### config.mk
export PLATFORM = sky130hd
export DESIGN_NAME = vector_terminal_plot_encoder
export DESIGN_NICKNAME = d
export VERILOG_FILES = /design/src/hw/rtl/vtpe_pkg.sv /design/src/hw/rtl/vtpe_front.sv /design/src/hw/rtl/vtpe_queue.sv /design/src/hw/rtl/vtpe_back.sv /design/src/hw/rtl/vector_terminal_plot_encoder.sv
export SDC_FILE = /design/constraint.sdc
export NUM_CORES = 1
export LEC_CHECK = 0
export BUFFER_PORTS_ARGS = -buffer_cell sky130_fd_sc_hd__buf_2
export CAP_MARGIN = 20
export CORE_MARGIN = 4
export CORE_UTILIZATION = 60
export CTS_CLUSTER_DIAMETER = 40
export CTS_CLUSTER_SIZE = 14
export DETAILED_ROUTE_END_ITERATION = 6
export PLACE_DENSITY = 0.77
export SLEW_MARGIN = 30
export SYNTH_ARGS = -nofsm -noshare
export SYNTH_HDL_FRONTEND = slang
export SYNTH_HIERARCHICAL = 1
export SYNTH_SLANG_ARGS = --single-unit
### constraint.sdc
create_clock -name clk -period 8.74 [get_ports clk]
set_input_delay 1.748 -clock clk [delete_from_list [all_inputs] [get_ports clk]]
set_output_delay 1.748 -clock clk [all_outputs]
set_load 0.1 [all_outputs]
### src/hw/rtl/vtpe_pkg.sv
package vtpe_pkg;

	// byte slots of one queued command, in the order they go out
	localparam int SLOTS = 9;
	localparam int SLOT_HI_Y = 4;
	localparam int SLOT_EXTRA = 5;
	localparam int SLOT_LO_Y = 6;
	localparam int SLOT_HI_X = 7;
	localparam int SLOT_LO_X = 8;

	// command queue between front and back, power of two
	localparam int QDEPTH = 4;
	localparam int QPTR_W = $clog2(QDEPTH);

	localparam int S_TDATA_W = 40;
	localparam int S_TUSER_W = 3;

	localparam logic signed [13:0] JUMP_LIMIT = 14'sd1500;
	localparam logic [7:0] INTEN_MIN = 8'd32;
	localparam logic [7:0] INTEN_MAX = 8'd125;

	localparam logic [7:0] B_NUL = 8'h00;
	localparam logic [7:0] B_FF = 8'h0C;
	localparam logic [7:0] B_ESC = 8'h1B;
	localparam logic [7:0] B_FS = 8'h1C;
	localparam logic [7:0] B_GS = 8'h1D;
	localparam logic [7:0] B_US = 8'h1F;

	typedef enum logic [1:0] {
		MODE_TEXT,
		MODE_VECTOR,
		MODE_POINT,
		MODE_IPOINT
	} mode_t;

	typedef enum logic [2:0] {
		ACT_DRAW,
		ACT_MOVE,
		ACT_POINT,
		ACT_IPOINT,
		ACT_TEXT,
		ACT_PAGE
	} act_t;

	typedef struct packed {
		logic [SLOTS-1:0][7:0] data;
		logic [SLOTS-1:0]      mask;
	} entry_t;

endpackage

### src/hw/rtl/vtpe_front.sv
module vtpe_front (
	input  logic                          clk,
	input  logic                          arst_n,
	input  logic                          cfg_wen,
	input  logic                          cfg_wdata,
	input  logic                          s_tvalid,
	output logic                          s_tready,
	input  logic [vtpe_pkg::S_TDATA_W-1:0] s_tdata,
	input  logic [vtpe_pkg::S_TUSER_W-1:0] s_tuser,
	input  logic                          q_full,
	output logic                          q_push,
	output vtpe_pkg::entry_t              q_entry
);

	logic               jump_en_q;
	vtpe_pkg::mode_t    mode_q, mode_n;
	logic [6:0]         sent_hi_y_q, sent_lo_y_q, sent_hi_x_q, sent_extra_q;
	logic [6:0]         sent_hi_y_n, sent_lo_y_n, sent_hi_x_n, sent_extra_n;
	logic signed [12:0] prev_x_q, prev_y_q, prev_x_n, prev_y_n;

	logic [7:0]         inten;
	logic [13:0]        x_in, y_in;
	logic               in_range, plot_ok, accept;
	logic [7:0]         lo_x, hi_x, lo_y, hi_y, extra, inten_c;
	logic signed [13:0] dx, dy;
	logic               jump;

	assign inten = s_tdata[7:0];
	assign x_in = s_tdata[21:8];
	assign y_in = s_tdata[35:22];
	assign s_tready = !q_full;
	assign accept = s_tvalid && s_tready;

	assign in_range = (x_in[13:12] == 2'b00) && (y_in[13:12] == 2'b00);

	assign lo_x = {3'b010, x_in[6:2]};
	assign hi_x = {3'b001, x_in[11:7]};
	assign lo_y = {3'b011, y_in[6:2]};
	assign hi_y = {3'b001, y_in[11:7]};
	assign extra = {4'b0110, y_in[1:0], x_in[1:0]};

	assign inten_c = (inten > vtpe_pkg::INTEN_MAX) ? vtpe_pkg::INTEN_MAX :
		(inten < vtpe_pkg::INTEN_MIN) ? vtpe_pkg::INTEN_MIN : inten;

	assign dx = $signed({2'b00, x_in[11:0]}) - $signed({prev_x_q[12], prev_x_q});
	assign dy = $signed({2'b00, y_in[11:0]}) - $signed({prev_y_q[12], prev_y_q});
	assign jump = (dx > vtpe_pkg::JUMP_LIMIT) || (dx < -vtpe_pkg::JUMP_LIMIT) ||
		(dy > vtpe_pkg::JUMP_LIMIT) || (dy < -vtpe_pkg::JUMP_LIMIT);

	always_comb begin
		q_entry = '0;
		plot_ok = 1'b0;
		mode_n = mode_q;
		sent_hi_y_n = sent_hi_y_q;
		sent_lo_y_n = sent_lo_y_q;
		sent_hi_x_n = sent_hi_x_q;
		sent_extra_n = sent_extra_q;
		prev_x_n = prev_x_q;
		prev_y_n = prev_y_q;
		case (vtpe_pkg::act_t'(s_tuser))
			vtpe_pkg::ACT_DRAW: begin
				plot_ok = in_range;
			end
			vtpe_pkg::ACT_MOVE: begin
				plot_ok = in_range;
				if (in_range) begin
					if (mode_q == vtpe_pkg::MODE_POINT || mode_q == vtpe_pkg::MODE_IPOINT) begin
						q_entry.data[2] = vtpe_pkg::B_US;
						q_entry.mask[2] = 1'b1;
					end
					q_entry.data[3] = vtpe_pkg::B_GS;
					q_entry.mask[3] = 1'b1;
					mode_n = vtpe_pkg::MODE_VECTOR;
				end
			end
			vtpe_pkg::ACT_POINT: begin
				plot_ok = in_range;
				if (in_range) begin
					if (mode_q != vtpe_pkg::MODE_POINT) begin
						q_entry.data[3] = vtpe_pkg::B_FS;
						q_entry.mask[3] = 1'b1;
					end
					mode_n = vtpe_pkg::MODE_POINT;
				end
			end
			vtpe_pkg::ACT_IPOINT: begin
				plot_ok = in_range;
				if (in_range) begin
					if (mode_q != vtpe_pkg::MODE_IPOINT) begin
						q_entry.data[0] = vtpe_pkg::B_US;
						q_entry.mask[0] = (mode_q != vtpe_pkg::MODE_TEXT);
						q_entry.data[1] = vtpe_pkg::B_ESC;
						q_entry.mask[1] = 1'b1;
						q_entry.data[2] = vtpe_pkg::B_FS;
						q_entry.mask[2] = 1'b1;
					end
					q_entry.data[3] = inten_c;
					q_entry.mask[3] = 1'b1;
					mode_n = vtpe_pkg::MODE_IPOINT;
				end
			end
			vtpe_pkg::ACT_TEXT: begin
				for (int i = 0; i < 4; i++) begin
					q_entry.data[i] = vtpe_pkg::B_NUL;
					q_entry.mask[i] = jump_en_q && (mode_q == vtpe_pkg::MODE_VECTOR);
				end
				q_entry.data[4] = vtpe_pkg::B_US;
				q_entry.mask[4] = 1'b1;
				mode_n = vtpe_pkg::MODE_TEXT;
				prev_x_n = '1;
				prev_y_n = '1;
			end
			vtpe_pkg::ACT_PAGE: begin
				q_entry.data[0] = vtpe_pkg::B_ESC;
				q_entry.mask[0] = 1'b1;
				q_entry.data[1] = vtpe_pkg::B_FF;
				q_entry.mask[1] = 1'b1;
				mode_n = vtpe_pkg::MODE_TEXT;
				sent_hi_y_n = '0;
				sent_lo_y_n = '0;
				sent_hi_x_n = '0;
				sent_extra_n = '0;
				prev_x_n = '1;
				prev_y_n = '1;
			end
			default: begin
				q_entry = '0;
			end
		endcase

		if (plot_ok) begin
			// a new hi x rewrites the lo y slot, so lo y goes out with it
			q_entry.data[vtpe_pkg::SLOT_HI_Y] = hi_y;
			q_entry.mask[vtpe_pkg::SLOT_HI_Y] = (sent_hi_y_q != hi_y[6:0]);
			q_entry.data[vtpe_pkg::SLOT_EXTRA] = extra;
			q_entry.mask[vtpe_pkg::SLOT_EXTRA] = (sent_extra_q != extra[6:0]);
			q_entry.data[vtpe_pkg::SLOT_LO_Y] = lo_y;
			q_entry.mask[vtpe_pkg::SLOT_LO_Y] = (sent_extra_q != extra[6:0]) ||
				(((sent_hi_x_q != hi_x[6:0]) ? hi_x[6:0] : sent_lo_y_q) != lo_y[6:0]);
			q_entry.data[vtpe_pkg::SLOT_HI_X] = hi_x;
			q_entry.mask[vtpe_pkg::SLOT_HI_X] = (sent_hi_x_q != hi_x[6:0]);
			q_entry.data[vtpe_pkg::SLOT_LO_X] = lo_x;
			q_entry.mask[vtpe_pkg::SLOT_LO_X] = 1'b1;
			sent_hi_y_n = hi_y[6:0];
			sent_lo_y_n = lo_y[6:0];
			sent_hi_x_n = hi_x[6:0];
			sent_extra_n = extra[6:0];
			if (jump_en_q) begin
				if (jump && mode_n == vtpe_pkg::MODE_VECTOR) begin
					sent_hi_y_n = '0;
					sent_lo_y_n = '0;
					sent_hi_x_n = '0;
					sent_extra_n = '0;
				end
				prev_x_n = $signed({1'b0, x_in[11:0]});
				prev_y_n = $signed({1'b0, y_in[11:0]});
			end
		end
	end

	assign q_push = accept && (q_entry.mask != '0);

	always_ff @(posedge clk or negedge arst_n) begin
		if (!arst_n) begin
			jump_en_q <= 1'b0;
		end else if (cfg_wen) begin
			jump_en_q <= cfg_wdata;
		end
	end

	always_ff @(posedge clk or negedge arst_n) begin
		if (!arst_n) begin
			mode_q <= vtpe_pkg::MODE_TEXT;
			sent_hi_y_q <= '0;
			sent_lo_y_q <= '0;
			sent_hi_x_q <= '0;
			sent_extra_q <= '0;
			prev_x_q <= '0;
			prev_y_q <= '0;
		end else if (accept) begin
			mode_q <= mode_n;
			sent_hi_y_q <= sent_hi_y_n;
			sent_lo_y_q <= sent_lo_y_n;
			sent_hi_x_q <= sent_hi_x_n;
			sent_extra_q <= sent_extra_n;
			prev_x_q <= prev_x_n;
			prev_y_q <= prev_y_n;
		end
	end

endmodule

### src/hw/rtl/vtpe_queue.sv
module vtpe_queue (
	input  logic             clk,
	input  logic             arst_n,
	input  logic             push,
	input  vtpe_pkg::entry_t push_entry,
	output logic             full,
	input  logic             pop,
	output vtpe_pkg::entry_t head,
	output logic             empty
);

	vtpe_pkg::entry_t                entries_q [vtpe_pkg::QDEPTH];
	logic [vtpe_pkg::QPTR_W-1:0]     wr_ptr_q, rd_ptr_q;
	logic [vtpe_pkg::QPTR_W:0]       count_q;

	assign full = (count_q == (vtpe_pkg::QPTR_W+1)'(vtpe_pkg::QDEPTH));
	assign empty = (count_q == '0);
	assign head = entries_q[rd_ptr_q];

	always_ff @(posedge clk) begin
		if (push) begin
			entries_q[wr_ptr_q] <= push_entry;
		end
	end

	always_ff @(posedge clk or negedge arst_n) begin
		if (!arst_n) begin
			wr_ptr_q <= '0;
			rd_ptr_q <= '0;
			count_q <= '0;
		end else begin
			if (push) begin
				wr_ptr_q <= wr_ptr_q + 1'b1;
			end
			if (pop) begin
				rd_ptr_q <= rd_ptr_q + 1'b1;
			end
			if (push && !pop) begin
				count_q <= count_q + 1'b1;
			end else if (pop && !push) begin
				count_q <= count_q - 1'b1;
			end
		end
	end

endmodule

### src/hw/rtl/vtpe_back.sv
module vtpe_back (
	input  logic             clk,
	input  logic             arst_n,
	input  vtpe_pkg::entry_t head,
	input  logic             q_empty,
	output logic             q_pop,
	output logic             m_tvalid,
	input  logic             m_tready,
	output logic [7:0]       m_tdata,
	output logic             m_tlast
);

	logic [vtpe_pkg::SLOTS-1:0][7:0] cur_data_q;
	logic [vtpe_pkg::SLOTS-1:0]      cur_mask_q;
	logic                            out_valid_q;
	logic [7:0]                      out_byte_q;
	logic                            out_last_q;

	logic                            advance, use_head, have_src;
	logic [vtpe_pkg::SLOTS-1:0][7:0] src_data;
	logic [vtpe_pkg::SLOTS-1:0]      src_mask, low_bit, remain;
	logic [7:0]                      pick;

	assign advance = !out_valid_q || m_tready;
	assign use_head = (cur_mask_q == '0);
	assign have_src = !use_head || !q_empty;
	assign src_data = use_head ? head.data : cur_data_q;
	assign src_mask = use_head ? head.mask : cur_mask_q;
	assign low_bit = src_mask & (~src_mask + 1'b1);
	assign remain = src_mask & ~low_bit;
	assign q_pop = advance && use_head && !q_empty;

	always_comb begin
		pick = '0;
		for (int i = 0; i < vtpe_pkg::SLOTS; i++) begin
			pick = pick | (src_data[i] & {8{low_bit[i]}});
		end
	end

	always_ff @(posedge clk) begin
		if (q_pop) begin
			cur_data_q <= head.data;
		end
		if (advance && have_src) begin
			out_byte_q <= pick;
			out_last_q <= (remain == '0);
		end
	end

	always_ff @(posedge clk or negedge arst_n) begin
		if (!arst_n) begin
			cur_mask_q <= '0;
			out_valid_q <= 1'b0;
		end else if (advance) begin
			out_valid_q <= have_src;
			if (have_src) begin
				cur_mask_q <= remain;
			end
		end
	end

	assign m_tvalid = out_valid_q;
	assign m_tdata = out_byte_q;
	assign m_tlast = out_last_q;

endmodule

### src/hw/rtl/vector_terminal_plot_encoder.sv
// the first byte of a command passes the command queue and then the output register before it shows on m_tvalid
// output: one byte per cycle while m_tready is high and a command is waiting; a command emits 1 to 9 bytes
// input side takes a word every cycle while the 4-entry command queue has room
// out-of-range points and unused action codes are taken and produce no bytes
// reset (arst_n low, asynchronous): text mode, sent-address memory and previous point
// cleared, jump reset disabled, queue and output register emptied
module vector_terminal_plot_encoder (
	input  logic                           clk,
	input  logic                           arst_n,
	// jump reset enable register
	input  logic                           cfg_wen,
	input  logic                           cfg_wdata,
	// plot commands
	input  logic                           s_tvalid,
	output logic                           s_tready,
	// intensity[7:0], x_coord[21:8], y_coord[35:22], zero fill [39:36]
	input  logic [vtpe_pkg::S_TDATA_W-1:0] s_tdata,
	// action[2:0]
	input  logic [vtpe_pkg::S_TUSER_W-1:0] s_tuser,
	// terminal byte stream
	output logic                           m_tvalid,
	input  logic                           m_tready,
	// out_byte[7:0]
	output logic [7:0]                     m_tdata,
	// last byte of a command
	output logic                           m_tlast
);

	logic             q_push, q_full, q_pop, q_empty;
	vtpe_pkg::entry_t q_entry, q_head;

	// front: decode each word, track mode and sent address bytes, build the byte list
	vtpe_front u_front (
		.clk       (clk),
		.arst_n    (arst_n),
		.cfg_wen   (cfg_wen),
		.cfg_wdata (cfg_wdata),
		.s_tvalid  (s_tvalid),
		.s_tready  (s_tready),
		.s_tdata   (s_tdata),
		.s_tuser   (s_tuser),
		.q_full    (q_full),
		.q_push    (q_push),
		.q_entry   (q_entry)
	);

	// short queue of pending byte lists so front and back stall on their own
	vtpe_queue u_queue (
		.clk        (clk),
		.arst_n     (arst_n),
		.push       (q_push),
		.push_entry (q_entry),
		.full       (q_full),
		.pop        (q_pop),
		.head       (q_head),
		.empty      (q_empty)
	);

	// back: serialize one byte per cycle, unless m_tready stalls it, into the output register, flag the last one
	vtpe_back u_back (
		.clk      (clk),
		.arst_n   (arst_n),
		.head     (q_head),
		.q_empty  (q_empty),
		.q_pop    (q_pop),
		.m_tvalid (m_tvalid),
		.m_tready (m_tready),
		.m_tdata  (m_tdata),
		.m_tlast  (m_tlast)
	);

endmodule

==> reports/results.ini, run 1 <==
[status]
status=finished, final reports clean

[setup_path]
path_delay_family=simple AND/OR/NAND/NOR gates
cp-end-kind=register
critPathMaxStageDelay_ns=0.73
start_kind=primary input
cp_max_fo=42
cp.required_ns=9.15
cp_cell_sequence=buf_2 -> nor4_1 -> nand2b_1 -> clkinv_1 -> buf_4 -> nand3_1 -> nor2_2 -> or2_2 -> nand2b_1
crit_arrival_ns=5.43
cpMostUsedCell=nand2b_1
path_buf_inv=3
critPathKind=primary input to register
cp_slowest_cell=nor4_1

[power_and_ir_drop]
power.density_nw_per_um2=321
peakVddDrop_uv=291
leakage_nw=8.33

[route]
viasPerCell=6.12
via_count=12000
drc=0
ant_nets=0
drt-total-wl_microns=42200
first_pass_iters=5
wl_per_cell_microns=21.4
drt-initial-drc-count=1130

[floorplanning]
die_height_microns=194
rows=67
io_pins=60
start_util=0.615
core_area_sq_um=33900
fp.dieW_microns=194
dieArea_sq_um=37800

[finish]
final_cell_mix=edfxtp_1, nand2_1, nor2_1, a21oi_1, mux4_2
nNetsFinal=1556
area_growth_pct=10.9
design_area_sq_um=23100
mostFrequentLayoutCell=edfxtp_1
drive_gt1_frac=0.194

[sta]
relSlewSlack=0.352
slew_viol_final=0
rsz0062_at_grt=no
fin_setup_tns_ns=0
fmax_ghz=0.199
hold_viol_final=0
fin_ws_ns=3.72
period_minus_slack_ns=5.02
setup_viol=0
skew_ns=0.0137
fin_crit_sh=0.574
worstMarginPinSlew_ns=0.972

[grt]
overflow=0
grt_max_degree=67
antenna_found_initial=0
grt_pass1_vias=12100
track_usage=0.224
grt_pass1_wl_microns=67200

[logic_synthesis]
synth_area_leader_cell=edfxtp_1
synth_edf_count=397
synth.area.top_cells=edfxtp_1, mux4_2, dfrtp_1
ys.flop_type=edfxtp_1
synthArstFlopShare=0.141
synth_top_area_frac=0.572
ys_seq_area_frac=0.650
ys_warn_count=6
synth_cell_types=83
synth.avg_cell_area_sq_um=14.6
synth-seq-cells=462
synthCells=1427
syn_area_sq_um=20800

[place]
place_congestion=0.836
hpwlAfterDp_microns=25600
io_buffers=55
post_dp_cell_area_sq_um=21300
dpl_worst_slack_ns=2.92

[clocking]
cts_setup_buffers=0
cts_num_sinks=462
cts.htree.levels=2
cts_hold_buf=0
cts-root-buf=clkbuf_16
ctsLongestPathBuffers=3
cts_resized=0
path_clk_slew_ns=0.06
numCtsBuffers=54
cts_tree=yes
clock_latency_ns=0.58

[run]
cap_violations=0

[min_path]
hp-class=register to register

-- where the power goes --
group / internal (mW) / total (mW) / switching [mW]
clock network: 1.29 / 2.22 / 0.937
registers: 2.75 / 2.94 / 0.182
logic: 0.837 / 2.26 / 1.42
-- worst paths after layout --
kind / startpoint / endpoint / slack, ns / cells after the start
min reg2reg: u_front/sent_hi_y_q[1]$_DFFE_PN0P_ / u_front/sent_hi_y_q[1]$_DFFE_PN0P_ / 0.50 / 2
min in group asynchronous: arst_n / u_front/prev_x_q[6]$_DFFE_PN0P_ / 1.27 / 2
max in group asynchronous: arst_n / u_queue/rd_ptr_q[0]$_DFFE_PN0P_ / 6.96 / 2
max: s_tdata[21] / u_queue/entries_q[1][2]$_DFFE_PP_ / 3.72 / 9
min: u_front/sent_hi_y_q[1]$_DFFE_PN0P_ / u_front/sent_hi_y_q[1]$_DFFE_PN0P_ / 0.50 / 2
max reg2reg: u_queue/rd_ptr_q[0]$_DFFE_PN0P_ / u_back/m_tdata[0]$_DFFE_PP_ / 4.11 / 8
-- worst reg2reg max path, cell delays in order, from the launching register on --
cell	delay, ns
dfrtp_4	0.71
buf_4	0.56
mux4_2	0.81
nor4_1	0.51
o31ai_4	0.14
nor4_2	0.62
or3b_1	0.63
a21oi_1	0.28
or4_1	0.23
-- flip-flops by register name, indices dropped and copies added (netlist names), 5 cells and up --
| register | count |
|---|---|
| u_front/sent_lo_y_q | 6 |
| u_front/prev_y_q | 13 |
| u_front/sent_hi_x_q | 5 |
| u_back/cur_mask_q | 8 |
| u_queue/entries_q | 324 |
| u_back/cur_data_q | 64 |
| u_front/prev_x_q | 13 |
| u_back/m_tdata | 8 |
| u_front/sent_hi_y_q | 5 |
-- synthesized netlist by cell type (all sizes together), types with 3 or more instances --
cell	n
o211ai	10
ha	32
edfxtp	397
o22ai	11
a41oi	7
o41ai	3
xnor2	17
inv	50
and2	22
a21o	11
o31a	3
a211oi	5
clkbuf	26
nor3b	4
nor3	15
mux2i	27
and3	3
xor2	23
o2111ai	3
nand4	4
nor2	89
nor4	8
dfrtp	65
or4	19
o211a	3
o21bai	4
nand3	22
buf	74
nand2b	9
mux4	81
a21oi	86
nor4b	4
a2111o	3
fa	3
or2	4
o31ai	5
o21a	11
nand3b	3
o21ai	65
a31oi	9
nor2b	9
nand2	146
or3	6
-- stage by stage --
step	util	std cells	hold slack (ns)	power [mW]
floorplan	-	1445	0.456	4.69
global placement	0.627	1864	0.482	5.16
detailed placement	0.628	1864	0.487	5.22
CTS	0.681	1966	0.500	7.46
global route	0.682	1966	0.520	7.77
finish	0.682	1967	0.499	7.42
-- cells by family (layout without fill, tap and decap cells) --
kind of cell             after synthesis  after routing  share of synthesized area
other                                  1             20                   0.000180
XOR/XNOR                              40             40                     0.0168
AND/OR/NAND/NOR                      372            372                     0.0857
buffers and inverters                151            224                     0.0400
multiplexers                         110            110                      0.102
flip-flops                           462            462                      0.650
AO/OA/AOI/OAI                        256            256                     0.0833
adder cells (fa/ha/maj)               35             35                     0.0221
-- final cells by class --
cell class / count / area, sq um
Sequential cell: 462 / 13600
Fill cell: 2199 / 10800
Multi-Input combinational cell: 832 / 6570
Clock buffer: 65 / 1420
Tap cell: 448 / 561
Timing Repair Buffer: 71 / 399
Clock inverter: 37 / 395
Inverter: 51 / 191
Antenna cell: 1 / 2.50
-- layer usage --
metal	vias up	share of wire	global-route usage
met2	500	0.50	0.375
met4	0	0.020	0.0604
met1	5982	0.41	0.316
met5	-	0	0
li1	5493	-	-
met3	68	0.074	0.0331
Power figures use the tool's default switching activity.
==> run 2, diff against run 1 <==
clock period = 4.8 ns   (was 8.74 ns; I/O delays follow)
==> run 2 against run 1 <==
  * Clock power increased by 92%
  * Sequential cell count unchanged
  * Setup slack got worse by 2.8 ns
  * Register-to-register slack got worse by 3.2 ns
  * Final area increased by 1.3%
  * First-iteration DRC count decreased by 9.7%
  * Final cell count increased by 1.1%
  * Critical path type is now register to register
  * Largest power group unchanged
==> reports/results.ini, run 2 (same netlist as run 1, synthesis figures left out) <==
[status]
status=finished, final reports clean

[setup_path]
endpoint=u_back/m_tdata[0]$_DFFE_PP_
crit_arrival_ns=4.15  ; -1.28 ns
start_kind=register
cp_max_fo=25  ; -40%
path_delay_family=simple AND/OR/NAND/NOR gates
reg2reg_from=u_queue/rd_ptr_q[0]$_DFFE_PN0P_
r2r_slack_ns=0.95  ; -3.16 ns
path_buf_inv=0  ; -3
cp.required_ns=5.10  ; -4.05 ns
cp-end-kind=register
r2r_end=u_back/m_tdata[0]$_DFFE_PP_
critPathKind=register to register
cp-startpoint=u_queue/rd_ptr_q[0]$_DFFE_PN0P_
cp_cell_sequence=mux4_2 -> and2b_1 -> a31oi_1 -> or2_1 -> a21oi_1 -> or4_1 -> or4_1
r2r_cells=7  ; -1
cp_slowest_cell=dfrtp_4
critPathMaxStageDelay_ns=0.77  ; +0.04 ns
worst-path-stages=7  ; -2
cpMostUsedCell=or4_1

[sta]
skew_ns=0.0216  ; +0.00795 ns
slew_viol_final=0  ; unchanged
worstMarginPinSlew_ns=0.971  ; -0.00163 ns
rsz0062_at_grt=no
fin_crit_sh=0.802
fmax_ghz=0.260
setup_viol=0  ; unchanged
fin_setup_tns_ns=0  ; unchanged
fin_ws_ns=0.951  ; -2.77 ns
hold_viol_final=0  ; unchanged
period_minus_slack_ns=3.85
relSlewSlack=0.353  ; +0.00109

[floorplanning]
fp.dieW_microns=194  ; unchanged
die_height_microns=194  ; unchanged
core_area_sq_um=33900  ; unchanged
dieArea_sq_um=37800  ; unchanged
rows=67  ; unchanged
start_util=0.615  ; unchanged
io_pins=60  ; unchanged

[route]
wl_met1_microns=17900  ; +4.5%
first_pass_iters=5  ; unchanged
via_count=12300  ; +2.0%
drt-initial-drc-count=1020  ; -9.7%
met3WireLength_microns=3180  ; +2.6%
drt-total-wl_microns=44600  ; +5.9%
ant_nets=0  ; unchanged
drc=0  ; unchanged
wl_per_cell_microns=22.4  ; +4.7%
viasPerCell=6.18  ; +0.94%
met2_length_microns=22500  ; +6.6%
dr.max_layer_used=met5

[clocking]
cts.htree.levels=2  ; unchanged
cts_setup_buffers=0  ; unchanged
path_clk_slew_ns=0.06  ; about the same
cts-root-buf=clkbuf_16
cts_num_sinks=462  ; unchanged
ctsLongestPathBuffers=3  ; unchanged
cts_resized=0  ; unchanged
cts_hold_buf=0  ; unchanged
numCtsBuffers=55  ; +1.9%
cts_tree=yes
clock_latency_ns=0.59  ; about the same

[grt]
grt_pass1_wl_microns=70600  ; +5.1%
overflow=0  ; unchanged
grt_pass1_vias=12500  ; +3.8%
grt_max_degree=67  ; unchanged
track_usage=0.238  ; +0.0134
antenna_found_initial=3  ; +3

[place]
place_congestion=0.878  ; +5.1%
post_dp_cell_area_sq_um=21500  ; +1.1%
io_buffers=55  ; unchanged
dpl_worst_slack_ns=0.702  ; -2.22 ns
hpwlAfterDp_microns=27700  ; +8.4%

[power_and_ir_drop]
power_frac_clock=0.306  ; +0.006
seq_power_share=0.385  ; -0.011
peakVddDrop_uv=804  ; +180%
comb_power_share=0.309  ; +0.005
p_int_mw=9.16  ; +88%
leakage_nw=8.50  ; +2.0%
power.density_nw_per_um2=595  ; +85%
p_switching_mw=4.76  ; +87%
swShare=0.342  ; -0.000463

[finish]
largest_reg_flops=324  ; unchanged
nNetsFinal=1579  ; +1.5%
top_register=u_queue/entries_q
utilization=0.691  ; +0.00894
final_cell_mix=edfxtp_1, nand2_1, nor2_1, a21oi_1, mux4_2
drive_gt1_frac=0.203  ; +0.00904
reg_top3=u_queue/entries_q x324, u_back/cur_data_q x64
area_growth_pct=12.3
design_area_sq_um=23400  ; +1.3%
mostFrequentLayoutCell=edfxtp_1

[min_path]
hp-class=primary input to async pin

[run]
cap_violations=0  ; unchanged

[run 2: changes by cell type in the layout (fill, tap and decap cells not counted), sizes merged]
cell,change
buf,+22
clkbuf,-8
clkinv,+5
bufinv,+4
clkinvlp,-1
inv,-1
[run 2: cell type report]
| cell class | count | area, sq um |
|---|---|---|
| inverters | 51 | 191 |
| multi-input cells | 832 | 6550 |
| well taps | 448 | 561 |
| repair buffers | 93 | 638 |
| clock buffers | 57 | 1390 |
| clock inverters | 44 | 509 |
| diodes | 1 | 2.50 |
| flip-flops and latches | 462 | 13600 |
| fillers | 2264 | 10500 |
[run 2: power groups by stage]
| stage | logic (mW) | registers, mW | clock network (mW) |
|---|---|---|---|
| floorplan | 2.98 | 5.54 | 0 |
| global placement | 4.12 | 5.40 | 0 |
| detailed placement | 4.24 | 5.43 | 0 |
| CTS | 4.29 | 5.36 | 4.34 |
| global route | 4.62 | 5.41 | 4.52 |
| finish | 4.29 | 5.36 | 4.26 |
[run 2: worst min-delay path by stage]
| stage | start | to | cells after the start |
|---|---|---|---|
| global route | arst_n | u_front/prev_x_q[11]$_DFFE_PN0P_ | 1 |
| detailed placement | u_queue/count_q[2]$_DFFE_PN0P_ | u_queue/count_q[2]$_DFFE_PN0P_ | 1 |
| finish | arst_n | u_front/prev_x_q[11]$_DFFE_PN0P_ | 1 |
| CTS | arst_n | u_front/prev_x_q[3]$_DFFE_PN0P_ | 1 |
| global placement | u_front/sent_hi_x_q[0]$_DFFE_PN0P_ | u_front/sent_hi_x_q[0]$_DFFE_PN0P_ | 2 |
| floorplan | u_queue/count_q[2]$_DFFE_PN0P_ | u_queue/count_q[2]$_DFFE_PN0P_ | 1 |
[run 2: per-stage QoR]
step	instances	power, mW	hold slack, ns
2_1_floorplan	1445	8.52	0.456
3_3_place_gp	1886	9.52	0.483
3_5_place_dp	1886	9.67	0.486
4_1_cts	1987	14.0	0.382
5_1_grt	1987	14.5	0.410
6_report	1988	13.9	0.389
[run 2: metal layers]
| layer | global-route usage | vias to the layer above |
|---|---|---|
| li1 | - | 5542 |
| met1 | 0.322 | 6170 |
| met2 | 0.397 | 491 |
| met3 | 0.0480 | 79 |
| met4 | 0.0711 | 4 |
| met5 | 0 | - |
[run 2: worst reg2reg max path, cell delays in order (launching register included)]
cell	delay, ns
dfrtp_4	0.77
mux4_2	0.66
and2b_1	0.23
a31oi_1	0.16
or2_1	0.44
a21oi_1	0.08
or4_1	0.56
or4_1	0.66
==> run 3, diff against run 2 <==
clock period = 4 ns   (was 4.8 ns; I/O delays follow)
==> run 3 against run 2 <==
  * Non-clock buffer count increased by 14
  * Sequential share of layout area decreased by 0.17 points
  * Critical endpoint is now u_back/m_tdata[1]$_DFFE_PP_
  * Power up 18%
  * Highest routed layer is now met4
  * Final area grew 0.31%
  * Global-route usage down 0.81 points
  * Core utilization up 0.21 points
  * Clock power increased by 13%
  * Final cell count is 0.55% higher
  * Via count fell by 1.8%
  * Routed wire length fell by 3.7%
  * Clock-buffer cell count rose by 6
==> reports/results.ini, run 3 (same netlist as run 1, synthesis figures left out) <==
[power_and_ir_drop]
swShare=0.337  ; -0.00507
p_switching_mw=5.54  ; +16%
leakage_nw=8.55  ; +0.58%
comb_power_share=0.323  ; +0.014
power.density_nw_per_um2=700  ; +18%
seq_power_share=0.383  ; -0.002
power_frac_clock=0.294  ; -0.012
p_int_mw=10.9  ; +19%
peakVddDrop_uv=544  ; -32%

[floorplanning]
fp.dieW_microns=194  ; unchanged
dieArea_sq_um=37800  ; unchanged
rows=67  ; unchanged
core_area_sq_um=33900  ; unchanged
die_height_microns=194  ; unchanged
start_util=0.615  ; unchanged
io_pins=60  ; unchanged

[setup_path]
r2r_slack_ns=0.32  ; -0.63 ns
r2r_cells=6  ; -1
cp_max_fo=23  ; -8.0%
endpoint=u_back/m_tdata[1]$_DFFE_PP_
critPathKind=register to register
cp.required_ns=4.29  ; -0.81 ns
start_kind=register
r2r_end=u_back/m_tdata[1]$_DFFE_PP_
cp-end-kind=register
cp-startpoint=u_back/cur_mask_q[3]$_DFFE_PN0P_
reg2reg_from=u_back/cur_mask_q[3]$_DFFE_PN0P_
crit_arrival_ns=3.97  ; -0.18 ns

[sta]
hold_viol_final=0  ; unchanged
setup_viol=0  ; unchanged
period_minus_slack_ns=3.68  ; -0.166 ns
fmax_ghz=0.272  ; +4.5%
fin_setup_tns_ns=0  ; unchanged
slew_viol_final=0  ; unchanged
rsz0062_at_grt=no
skew_ns=0.0148  ; -0.00680 ns
relSlewSlack=0.341  ; -0.0123
worstMarginPinSlew_ns=0.989  ; +0.0184 ns
fin_crit_sh=0.921  ; +0.119

[clocking]
cts.htree.levels=2  ; unchanged
cts_num_sinks=462  ; unchanged
numCtsBuffers=53  ; -3.6%
path_clk_slew_ns=0.06  ; about the same
cts_setup_buffers=0  ; unchanged
clock_latency_ns=0.58  ; about the same
cts-root-buf=clkbuf_16
cts_tree=yes
ctsLongestPathBuffers=3  ; unchanged
cts_resized=0  ; unchanged
cts_hold_buf=0  ; unchanged

[finish]
utilization=0.693  ; +0.00214
area_growth_pct=12.7
fill_cells=2215  ; -2.2%
drive_gt1_frac=0.210  ; +0.00630
mostFrequentLayoutCell=edfxtp_1
top_register=u_queue/entries_q
largest_reg_flops=324  ; unchanged
final_cell_mix=edfxtp_1, nand2_1, nor2_1, a21oi_1, mux4_2
nNetsFinal=1591  ; +0.76%
reg_top3=u_queue/entries_q x324, u_back/cur_data_q x64

[place]
io_buffers=55  ; unchanged
hpwlAfterDp_microns=27400  ; -0.92%
place_congestion=0.873  ; -0.52%

[grt]
overflow=0  ; unchanged
antenna_found_initial=0  ; -3
grt_pass1_wl_microns=68400  ; -3.1%
grt_pass1_vias=12200  ; -2.9%
track_usage=0.230  ; -0.00814
grt_max_degree=67  ; unchanged

[route]
viasPerCell=6.04  ; -2.3%
first_pass_iters=6  ; +1
drc=0  ; unchanged
drt-total-wl_microns=43000  ; -3.7%
via_count=12100  ; -1.8%
drt-initial-drc-count=1156  ; +13%
ant_nets=0  ; unchanged
wl_per_cell_microns=21.5  ; -4.2%

[min_path]
hp-class=primary input to async pin

[run]
cap_violations=0  ; unchanged

[status]
status=finished, final reports clean

## run 3: cell types whose count changed in the layout (fill, tap and decap cells not counted), sizes merged
| cell | before | now |
|---|---|---|
| buf | 93 | 107 |
| clkbuf | 57 | 63 |
| clkinvlp | 6 | 2 |
| bufinv | 7 | 5 |
| inv | 61 | 59 |
| clkinv | 21 | 20 |
## run 3: power by group through the flow
stage	Clock (mW)	Sequential [mW]	Combinational, mW
after floorplan	0	6.65	3.64
after global placement	0	6.36	5.17
after detailed placement	0	6.39	5.25
after CTS	4.92	6.30	5.31
after global routing	5.18	6.35	5.69
final	4.83	6.30	5.31
## run 3: worst min path at each step
stage	to	slack, ns	cells past startpoint
5_1_grt	u_front/prev_x_q[3]$_DFFE_PN0P_	0.24	1
3_3_place_gp	u_queue/count_q[2]$_DFFE_PN0P_	0.48	1
2_1_floorplan	u_queue/count_q[2]$_DFFE_PN0P_	0.46	1
4_1_cts	u_front/prev_x_q[3]$_DFFE_PN0P_	0.21	1
6_report	u_front/prev_x_q[6]$_DFFE_PN0P_	0.22	1
3_5_place_dp	u_queue/count_q[2]$_DFFE_PN0P_	0.48	1
## run 3: critical path, cell delays in order (launching register included)
cell	delay [ns]
dfrtp_2	0.47
or4_1	0.62
nor2_4	0.65
mux2i_1	0.27
o21ai_0	0.09
or4_1	0.63
or4_1	0.66
## run 3: per-stage QoR
stage | total power, mW | cells | cell area, sq um | worst slack (ns) | hold WS, ns
after floorplan | 10.3 | 1445 | 21000 | -0.275 | 0.456
after global placement | 11.5 | 1900 | 21700 | 0.306 | 0.480
after detailed placement | 11.6 | 1900 | 21700 | 0.250 | 0.478
after CTS | 16.5 | 1998 | 23500 | 0.351 | 0.206
after global routing | 17.2 | 1998 | 23500 | 0.200 | 0.239
final | 16.4 | 1999 | 23500 | 0.318 | 0.218
## run 3: layout make-up
class                           count  area (sq um)  area share
Clock inverter                     35           398      0.0170
Tap cell                          448           561      0.0239
Inverter                           51           191     0.00816
Multi-Input combinational cell    832          6580       0.280
Antenna cell                        1          2.50    0.000107
Timing Repair Buffer              107           791      0.0337
Clock buffer                       63          1400      0.0594
Sequential cell                   462         13600       0.578
## run 3: metal layers
metal  global-route usage  part of all wire
met4               0.0622             0.024
met2                0.385              0.51
met1                0.315              0.40
met5                    0                 0
met3               0.0438             0.063
